## config.mk

```make
export PLATFORM = sky130hd
export DESIGN_NAME = rational_arith_reduce
export DESIGN_NICKNAME = d
export VERILOG_FILES = /design/src/sv/rar_pkg.sv /design/src/sv/rar_front.sv /design/src/sv/rar_fifo.sv /design/src/sv/rar_reduce.sv /design/src/sv/rational_arith_reduce.sv
export SDC_FILE = /design/constraint.sdc
export NUM_CORES = 2
export LEC_CHECK = 0
export BUFFER_PORTS_ARGS = -buffer_cell sky130_fd_sc_hd__buf_2
export CORE_ASPECT_RATIO = 1.1
export CORE_MARGIN = 3
export CORE_UTILIZATION = 50
export CTS_BUF_LIST = sky130_fd_sc_hd__clkbuf_8
export DETAILED_ROUTE_END_ITERATION = 8
export GPL_TIMING_DRIVEN = 0
export PLACE_DENSITY = 0.66
export SLEW_MARGIN = 25
export SYNTH_ARGS = -nofsm -noshare
export SYNTH_HDL_FRONTEND = slang
export SYNTH_HIERARCHICAL = 1
export SYNTH_SLANG_ARGS = --single-unit
```

## constraint.sdc

```tcl
create_clock -name clk -period 17.7 [get_ports clk]
set_clock_uncertainty 0.05 [all_clocks]
set_input_delay 2.655 -clock clk [delete_from_list [all_inputs] [get_ports clk]]
set_output_delay 2.655 -clock clk [all_outputs]
set_load 0.01 [all_outputs]
```

## src/sv/rar_pkg.sv

```systemverilog
// ----------------------------------------------------------------------------
// rar_pkg
// Shared widths, operation and status codes, and the queue word for the
// rational arithmetic block.
// ----------------------------------------------------------------------------
package rar_pkg;

    localparam int VALUE_WIDTH = 16;
    localparam int PROD_W      = 2 * VALUE_WIDTH;
    localparam int SUM_W       = (PROD_W + 1 > 64) ? 64 : PROD_W + 1;
    localparam int NUM_W       = 33;
    localparam int DEN_W       = 31;
    localparam int CNT_W       = $clog2(SUM_W + 1);
    localparam int FIFO_DEPTH  = 2;

    typedef enum logic [1:0] {
        FUNC_ADD = 2'd0,
        FUNC_SUB = 2'd1,
        FUNC_MUL = 2'd2,
        FUNC_DIV = 2'd3
    } func_t;

    typedef enum logic [1:0] {
        ST_OK       = 2'd0,
        ST_DIV_ZERO = 2'd1,
        ST_ZERO_DEN = 2'd2
    } status_t;

    typedef struct packed {
        status_t                  status;
        logic signed [SUM_W-1:0]  num;
        logic signed [SUM_W-1:0]  den;
    } rar_item_t;

endpackage

```

## src/sv/rar_front.sv

```systemverilog
// ----------------------------------------------------------------------------
// rar_front
// Accepts a word, flags bad inputs, forms the cross products and the
// unreduced numerator and denominator, and pushes them to the queue.
// ----------------------------------------------------------------------------
module rar_front
    import rar_pkg::*;
(
    input  logic                          clk,
    input  logic                          rst_n,
    input  logic                          start,
    output logic                          busy,
    input  logic [1:0]                    func,
    input  logic signed [VALUE_WIDTH-1:0] first_numerator,
    input  logic signed [VALUE_WIDTH-1:0] first_denominator,
    input  logic signed [VALUE_WIDTH-1:0] second_numerator,
    input  logic signed [VALUE_WIDTH-1:0] second_denominator,
    output logic                          push,
    output rar_item_t                     item,
    input  logic                          full
);

    logic                          a_valid_reg, a_valid_next;
    logic                          b_valid_reg, b_valid_next;
    func_t                         func_reg;
    logic signed [VALUE_WIDTH-1:0] n1_reg, d1_reg, n2_reg, d2_reg;
    func_t                         func_b_reg;
    status_t                       status_b_reg;
    logic signed [PROD_W-1:0]      pa_reg, pb_reg, pd_reg;
    logic signed [VALUE_WIDTH-1:0] ma_x, ma_y, mb_x, mb_y, md_x, md_y;
    status_t                       status_a;
    logic                          accept;

    assign busy   = a_valid_reg | b_valid_reg;
    assign accept = start & ~busy;
    assign push   = b_valid_reg & ~full;

    assign a_valid_next = accept;
    assign b_valid_next = a_valid_reg | (b_valid_reg & ~push);

    // classify
    always_comb
    begin
        if (d1_reg == '0 || d2_reg == '0)
            status_a = ST_ZERO_DEN;
        else if (func_reg == FUNC_DIV && n2_reg == '0)
            status_a = ST_DIV_ZERO;
        else
            status_a = ST_OK;
    end

    // operand selection for the three multipliers
    always_comb
    begin
        md_x = d1_reg;
        md_y = d2_reg;
        ma_x = n1_reg;
        ma_y = d2_reg;
        mb_x = n2_reg;
        mb_y = d1_reg;
        case (func_reg)
            FUNC_ADD, FUNC_SUB:
            begin
                mb_x = n2_reg;
            end
            FUNC_MUL:
            begin
                ma_y = n2_reg;
                mb_x = '0;
            end
            FUNC_DIV:
            begin
                md_y = n2_reg;
                mb_x = '0;
            end
            default:
            begin
                mb_x = '0;
            end
        endcase
    end

    always_comb
    begin
        item.status = status_b_reg;
        item.den    = SUM_W'(pd_reg);
        case (func_b_reg)
            FUNC_ADD: item.num = SUM_W'(pa_reg) + SUM_W'(pb_reg);
            FUNC_SUB: item.num = SUM_W'(pa_reg) - SUM_W'(pb_reg);
            default:  item.num = SUM_W'(pa_reg);
        endcase
    end

    always_ff @(posedge clk or negedge rst_n)
    begin
        if (!rst_n)
        begin
            a_valid_reg <= 1'b0;
            b_valid_reg <= 1'b0;
        end
        else
        begin
            a_valid_reg <= a_valid_next;
            b_valid_reg <= b_valid_next;
        end
    end

    always_ff @(posedge clk)
    begin
        if (accept)
        begin
            func_reg <= func_t'(func);
            n1_reg   <= first_numerator;
            d1_reg   <= first_denominator;
            n2_reg   <= second_numerator;
            d2_reg   <= second_denominator;
        end
        if (a_valid_reg)
        begin
            func_b_reg   <= func_reg;
            status_b_reg <= status_a;
            pa_reg       <= ma_x * ma_y;
            pb_reg       <= mb_x * mb_y;
            pd_reg       <= md_x * md_y;
        end
    end

endmodule

```

## src/sv/rar_fifo.sv

```systemverilog
// ----------------------------------------------------------------------------
// rar_fifo
// Short queue that decouples the front end from the reduction engine.
// ----------------------------------------------------------------------------
module rar_fifo
    import rar_pkg::*;
(
    input  logic      clk,
    input  logic      rst_n,
    input  logic      push,
    input  rar_item_t wdata,
    output logic      full,
    input  logic      pop,
    output rar_item_t rdata,
    output logic      empty
);

    localparam int PTR_W = (FIFO_DEPTH > 1) ? $clog2(FIFO_DEPTH) : 1;
    localparam int CNT_FW = $clog2(FIFO_DEPTH + 1);

    rar_item_t         mem [FIFO_DEPTH];
    logic [PTR_W-1:0]  wr_ptr_reg, rd_ptr_reg;
    logic [CNT_FW-1:0] count_reg;

    assign full  = (count_reg == CNT_FW'(FIFO_DEPTH));
    assign empty = (count_reg == '0);
    assign rdata = mem[rd_ptr_reg];

    always_ff @(posedge clk or negedge rst_n)
    begin
        if (!rst_n)
        begin
            wr_ptr_reg <= '0;
            rd_ptr_reg <= '0;
            count_reg  <= '0;
        end
        else
        begin
            if (push)
                wr_ptr_reg <= (wr_ptr_reg == PTR_W'(FIFO_DEPTH - 1)) ? '0 : wr_ptr_reg + 1'b1;
            if (pop)
                rd_ptr_reg <= (rd_ptr_reg == PTR_W'(FIFO_DEPTH - 1)) ? '0 : rd_ptr_reg + 1'b1;
            if (push && !pop)
                count_reg <= count_reg + 1'b1;
            else if (pop && !push)
                count_reg <= count_reg - 1'b1;
        end
    end

    always_ff @(posedge clk)
    begin
        if (push)
            mem[wr_ptr_reg] <= wdata;
    end

endmodule

```

## src/sv/rar_reduce.sv

```systemverilog
// ----------------------------------------------------------------------------
// rar_reduce
// Back end: binary GCD, then two restoring dividers in step, then sign fixup.
// ----------------------------------------------------------------------------
module rar_reduce
    import rar_pkg::*;
(
    input  logic                    clk,
    input  logic                    rst_n,
    input  logic                    empty,
    input  rar_item_t               rdata,
    output logic                    pop,
    output logic                    done,
    output logic signed [NUM_W-1:0] result_numerator,
    output logic [DEN_W-1:0]        result_denominator,
    output logic [1:0]              status
);

    typedef enum logic [1:0] {S_IDLE, S_PREP, S_GCD, S_DIV} state_t;

    state_t             state_reg;
    logic [SUM_W-1:0]   a_reg, b_reg, g_reg, nq_reg, dq_reg, nr_reg, dr_reg;
    logic [CNT_W-1:0]   k_reg, cnt_reg;
    logic               neg_reg;
    logic               done_reg;
    logic [NUM_W-1:0]   num_out_reg;
    logic [DEN_W-1:0]   den_out_reg;
    status_t            status_reg;
    logic [SUM_W:0]     nrs, drs;
    logic [SUM_W-1:0]   nq_step, dq_step, nr_step, dr_step;

    function automatic logic [NUM_W-1:0] to_num(input logic [SUM_W-1:0] q);
        logic [SUM_W+NUM_W-1:0] e;
        e = {{NUM_W{1'b0}}, q};
        return e[NUM_W-1:0];
    endfunction

    function automatic logic [DEN_W-1:0] to_den(input logic [SUM_W-1:0] q);
        logic [SUM_W+DEN_W-1:0] e;
        e = {{DEN_W{1'b0}}, q};
        return e[DEN_W-1:0];
    endfunction

    assign pop = (state_reg == S_IDLE) && !empty;

    // one restoring step for each divider
    always_comb
    begin
        nrs = {nr_reg, nq_reg[SUM_W-1]};
        drs = {dr_reg, dq_reg[SUM_W-1]};
        if (nrs >= {1'b0, g_reg})
        begin
            nr_step = SUM_W'(nrs - {1'b0, g_reg});
            nq_step = {nq_reg[SUM_W-2:0], 1'b1};
        end
        else
        begin
            nr_step = nrs[SUM_W-1:0];
            nq_step = {nq_reg[SUM_W-2:0], 1'b0};
        end
        if (drs >= {1'b0, g_reg})
        begin
            dr_step = SUM_W'(drs - {1'b0, g_reg});
            dq_step = {dq_reg[SUM_W-2:0], 1'b1};
        end
        else
        begin
            dr_step = drs[SUM_W-1:0];
            dq_step = {dq_reg[SUM_W-2:0], 1'b0};
        end
    end

    always_ff @(posedge clk or negedge rst_n)
    begin
        if (!rst_n)
        begin
            state_reg   <= S_IDLE;
            a_reg       <= '0;
            b_reg       <= '0;
            g_reg       <= '0;
            nq_reg      <= '0;
            dq_reg      <= '0;
            nr_reg      <= '0;
            dr_reg      <= '0;
            k_reg       <= '0;
            cnt_reg     <= '0;
            neg_reg     <= 1'b0;
            done_reg    <= 1'b0;
            num_out_reg <= '0;
            den_out_reg <= '0;
            status_reg  <= ST_OK;
        end
        else
        begin
            done_reg <= 1'b0;
            case (state_reg)
                S_IDLE:
                begin
                    if (!empty)
                    begin
                        if (rdata.status != ST_OK || rdata.num == '0)
                        begin
                            num_out_reg <= '0;
                            den_out_reg <= DEN_W'(1);
                            status_reg  <= rdata.status;
                            done_reg    <= 1'b1;
                        end
                        else
                        begin
                            a_reg     <= rdata.num;
                            b_reg     <= rdata.den;
                            neg_reg   <= rdata.num[SUM_W-1] ^ rdata.den[SUM_W-1];
                            state_reg <= S_PREP;
                        end
                    end
                end
                S_PREP:
                begin
                    // take magnitudes
                    a_reg     <= a_reg[SUM_W-1] ? SUM_W'(-a_reg) : a_reg;
                    b_reg     <= b_reg[SUM_W-1] ? SUM_W'(-b_reg) : b_reg;
                    nq_reg    <= a_reg[SUM_W-1] ? SUM_W'(-a_reg) : a_reg;
                    dq_reg    <= b_reg[SUM_W-1] ? SUM_W'(-b_reg) : b_reg;
                    k_reg     <= '0;
                    state_reg <= S_GCD;
                end
                S_GCD:
                begin
                    if (a_reg == '0)
                    begin
                        g_reg     <= b_reg << k_reg;
                        nr_reg    <= '0;
                        dr_reg    <= '0;
                        cnt_reg   <= CNT_W'(SUM_W);
                        state_reg <= S_DIV;
                    end
                    else if (!a_reg[0] && !b_reg[0])
                    begin
                        a_reg <= a_reg >> 1;
                        b_reg <= b_reg >> 1;
                        k_reg <= k_reg + 1'b1;
                    end
                    else if (!a_reg[0])
                        a_reg <= a_reg >> 1;
                    else if (!b_reg[0])
                        b_reg <= b_reg >> 1;
                    else if (a_reg >= b_reg)
                        a_reg <= a_reg - b_reg;
                    else
                        b_reg <= b_reg - a_reg;
                end
                S_DIV:
                begin
                    nq_reg  <= nq_step;
                    dq_reg  <= dq_step;
                    nr_reg  <= nr_step;
                    dr_reg  <= dr_step;
                    cnt_reg <= cnt_reg - 1'b1;
                    if (cnt_reg == CNT_W'(1))
                    begin
                        num_out_reg <= neg_reg ? NUM_W'(-to_num(nq_step)) : to_num(nq_step);
                        den_out_reg <= to_den(dq_step);
                        status_reg  <= ST_OK;
                        done_reg    <= 1'b1;
                        state_reg   <= S_IDLE;
                    end
                end
                default:
                begin
                    state_reg <= S_IDLE;
                end
            endcase
        end
    end

    assign done               = done_reg;
    assign result_numerator   = num_out_reg;
    assign result_denominator = den_out_reg;
    assign status             = status_reg;

    a_den_nonzero: assert property (@(posedge clk) disable iff (!rst_n)
        done_reg |-> den_out_reg != '0)
        else $error("zero denominator delivered");

    a_error_zero: assert property (@(posedge clk) disable iff (!rst_n)
        done_reg && status_reg != ST_OK |-> num_out_reg == '0 && den_out_reg == DEN_W'(1))
        else $error("error status without 0/1 result");

    a_gcd_b: assert property (@(posedge clk) disable iff (!rst_n)
        state_reg == S_GCD |-> b_reg != '0)
        else $error("gcd operand lost");

endmodule

```

## src/sv/rational_arith_reduce.sv

```systemverilog
// ----------------------------------------------------------------------------
// rational_arith_reduce
// Adds, subtracts, multiplies or divides two signed fractions and returns the
// result reduced to lowest terms with a positive denominator.
// ----------------------------------------------------------------------------
// Path: the front registers the word, then the products, and pushes them to
//   the queue; the reduction engine then loads the word, takes magnitudes and
//   runs the binary GCD steps and SUM_W divide steps; error and zero results
//   are finished when they are loaded.
// Throughput: one word per reduction, set by the shared GCD and divider loop.
// Reset clears the front stages, the queue pointers and the engine state.
// The receiver cannot stall: done marks a result for exactly one cycle.
module rational_arith_reduce
    import rar_pkg::*;
(
    input  logic                          clk,
    input  logic                          rst_n,
    input  logic                          start,
    output logic                          busy,
    input  logic [1:0]                    func,
    input  logic signed [VALUE_WIDTH-1:0] first_numerator,
    input  logic signed [VALUE_WIDTH-1:0] first_denominator,
    input  logic signed [VALUE_WIDTH-1:0] second_numerator,
    input  logic signed [VALUE_WIDTH-1:0] second_denominator,
    output logic                          done,
    output logic signed [NUM_W-1:0]       result_numerator,
    output logic [DEN_W-1:0]              result_denominator,
    output logic [1:0]                    status
);

    // front to queue
    logic      push;
    logic      full;
    rar_item_t push_item;
    // queue to engine
    logic      pop;
    logic      empty;
    rar_item_t pop_item;

    // Front end: register the word, classify and multiply.
    rar_front u_front (
        .clk                (clk),
        .rst_n              (rst_n),
        .start              (start),
        .busy               (busy),
        .func               (func),
        .first_numerator    (first_numerator),
        .first_denominator  (first_denominator),
        .second_numerator   (second_numerator),
        .second_denominator (second_denominator),
        .push               (push),
        .item               (push_item),
        .full               (full)
    );

    // Hold unreduced words while the engine is busy.
    rar_fifo u_fifo (
        .clk   (clk),
        .rst_n (rst_n),
        .push  (push),
        .wdata (push_item),
        .full  (full),
        .pop   (pop),
        .rdata (pop_item),
        .empty (empty)
    );

    // Back end: reduce by the GCD and fix the sign.
    rar_reduce u_reduce (
        .clk                (clk),
        .rst_n              (rst_n),
        .empty              (empty),
        .rdata              (pop_item),
        .pop                (pop),
        .done               (done),
        .result_numerator   (result_numerator),
        .result_denominator (result_denominator),
        .status             (status)
    );

endmodule
```

==> metrics.md <==
| Metric | Value |
|---|---|
| Run status | finished, final reports clean |
| Synth Area in Simple Gates | about 14% |
| Final core occ | 54.6% |
| Root buffer cell | clkbuf_8 |
| Most frequent cells in the layout | 1137 x inv_1, 979 x nand2_1, 791 x fa_1, 427 x o21ai_0, 424 x ha_1 |
| Critical Path Slowest Stage Cell | clkbuf_1 |
| Sequential area share after synthesis | between 20 and 30% |
| Global-route wire length before repair | ~320000 um |
| Startpoint Class | flip-flop |
| Max-Cap Viols | 0 |
| Worst reg2reg path endpoint | u_front/pd_reg[30] |
| Synth Area in Adders | between 30% and 40% |
| Depth of the worst register-to-register path | 27 |
| Setup TNS | 0 ps |
| Final setup viols | 0 |
| Post-CTS Hold Fix Bufs | 0 |
| CTS max path bufs | 3 |
| Clk_lat worst skew | between 800 and 900 ps |
| Total die area | around 140000 sq um |
| Layout Nets | roughly 8800 |
| Htree depth | 3 |
| Minimum clock period | between 9000 and 10000 ps |
| Largest family of logic cells by synthesized area | adder cells |
| Die Y | 393 um |
| Top Ports | 137 |
| Min-Delay Path Depth | 0 |
| Synth Area in XOR/XNOR | about 4.8% |
| Min-delay worst type | flip-flop to flip-flop |
| DR vias/cell | between 5 and 6 |
| Fin. max-slew vios | 0 |
| Async SR Flop Fraction | 51.4% |
| Antenna violations before repair | 7 |
| Routed WL per cell | about 22 um |
| Crit path max fanout | 10 |
| #FFs+latches synth | 621 |
| Crit path top cell by count | fa_1 |
| Final Cycle Share | slightly above 50% |
| DPL Wire Length | roughly 170000 um |
| Worst EP arrival | roughly 9600 ps |
| Initial Utilization | between 50% and 60% |
| Post-Layout Inst Area | around 74000 sq um |
| Sink Count | 621 |
| TritonCTS Buffers | about 110 |
| Clock-pin slew on the worst setup and hold paths | approximately 60 ps |
| FMAX | ~110 MHz |
| Via count | between 50000 and 60000 |
| Core box area | 135000 sq um |
| Post-placement cell area | about 71000 sq um |
| Rows | 141 |
| DR iter-0 viols | about 4600 |
| Largest delay share family, worst path | adder cells |
| R2r setup slk | around 8500 ps |
| Total Wirelength | ~210000 um |
| Multiplexer share of the synthesized area | about 3.7% |
| Most common flop cell mapped by yosys | dfrtp_1 |
| Grt ovf | 0 |
| Syn-to-layout area delta | 8.12% |
| Syn nets | 8563 |
| Die span in x | roughly 360 um |
| Hold Fails Final Rpt | 0 |
| Compound-Gate Fraction of Synth Area | approximately an eighth |
| Finished Layout Cells | between 9000 and 10000 |
| Hold Path Origin | u_front/pd_reg[7] |
| RSZ-0062 raised after global routing | no |
| Post-route DRC | 0 |
| Commonest non-fill, non-tap cell in the layout | inv_1 |
| Crit path required time | ~18000 ps |
| Cell Count Post-Placement | ~9200 |
| Least-Margin Pin Slew | between 1000 and 1500 ps |
| Headroom to the max-slew limit | a little over a quarter |
| Syn. warnings | 6 |
| Postcts setup bufs | 0 |
| Final Wtd Congestion | 0.997 |
| Mapped Cells | 7279 |
| RR Startpoint | u_front/func_reg[1] |
| Synthesized cell area | roughly 70000 sq um |
| Top reg by flops | u_fifo/mem |
| Crit. End Element | flip-flop |
| Crit Path Class | flip-flop to flip-flop |
| Max FFs per register | 136 |
| EDFF count, synth | ~300 |
| Port bufs | about 140 |
| DR pass1 iterations | 8 |
| CTS tree | done |
| Layout cell share with drive strength beyond 1 | 7.38% |
| GRT Util Overall | between 30 and 40% |
| Post-DRT Antenna Nets | 0 |
| Largest net degree at the start of global routing | roughly 90 |
| Count of different cell masters after synthesis | between 100 and 150 |
| Mapped Avg Cell Area | ~9.3 sq um |
| Vias in the first global route | ~54000 |
| Hold EP | u_fifo/mem[1][7] |
| Post-cts sizing count | 0 |
| CP max stage delay | 600 ps |
| WP buf/inv | 8 |
## worst max path at each step
stage                              startpoint            endpoint  cells after the start
final                     u_front/func_reg[1]  u_front/pd_reg[30]                     27
after global routing      u_front/func_reg[1]  u_front/pa_reg[31]                     27
after CTS                 u_front/func_reg[1]  u_front/pd_reg[30]                     27
after detailed placement  u_front/func_reg[1]  u_front/pa_reg[31]                     27
after global placement                  rst_n  u_reduce/dr_reg[7]                      1
after floorplan           u_front/func_reg[1]  u_front/pa_reg[31]                     26
## per-stage QoR
step / hold WS [ps] / worst slack, ps
6_report: 382 / 8530
2_1_floorplan: 371 / 10180
3_3_place_gp: 373 / 7580
5_1_grt: 409 / 8080
3_5_place_dp: 380 / 8630
4_1_cts: 389 / 8590
## Yosys cell counts (all sizes together), types with 233 or more instances
cell	instances	area [sq um]
edfxtp	302	9070
nor2	263	990
ha	424	5310
clkbuf	308	1160
xnor2	233	2040
o21ai	442	2210
and2	327	2050
dfrtp	319	7980
fa	791	15800
inv	1109	4160
nand2	979	3670
a21oi	268	1340
## kinds of logic (layout without fill, tap and decap cells)
family	count (synthesis)	in the layout
other cells	0	2
mux	207	207
compound gates	1370	1370
fa+ha+maj	1215	1215
xor+xnor	372	372
flops	621	621
simple gates	2016	2016
buf+inv	1478	1825
## worst reg2reg max path, stage by stage (launching register included)
cell	delay, ps
edfxtp_1	500
clkbuf_1	270
nand2_1	350
clkbuf_1	470
mux2_2	510
clkbuf_1	600
nand2_1	170
fa_1	530
inv_1	50
fa_1	470
inv_1	50
fa_1	490
inv_1	50
fa_1	500
fa_1	500
inv_1	60
fa_1	470
inv_1	40
ha_1	350
a21o_1	220
a21oi_1	140
o21bai_1	120
a211oi_1	460
nor3_1	260
or4_1	470
a41o_1	250
a21oi_1	170
xnor2_1	290
## cell type report
class                      count  area, sq um
antenna                        2         5.00
buffer                       368         1490
clock buffer                 123         1690
clock inverter                74          524
fill                       12445        61200
inverter                    1110         4170
multi-input combinational   5180        45400
sequential                   621        17100
tap                         1787         2240
timing repair buffer         150         1030
## layer usage
layer | up-vias | track usage, % | part of all wire (%)
met4 | 2 | 14.4 | 5.4
li1 | 24460 | - | -
met5 | - | 0 | 0.0090
met1 | 26781 | 38.3 | 40
met3 | 459 | 4.92 | 6.9
met2 | 2058 | 50.7 | 48
Power is not shown: default switching activity piles up to over one toggle a cycle in this logic, so the estimate is an artifact.
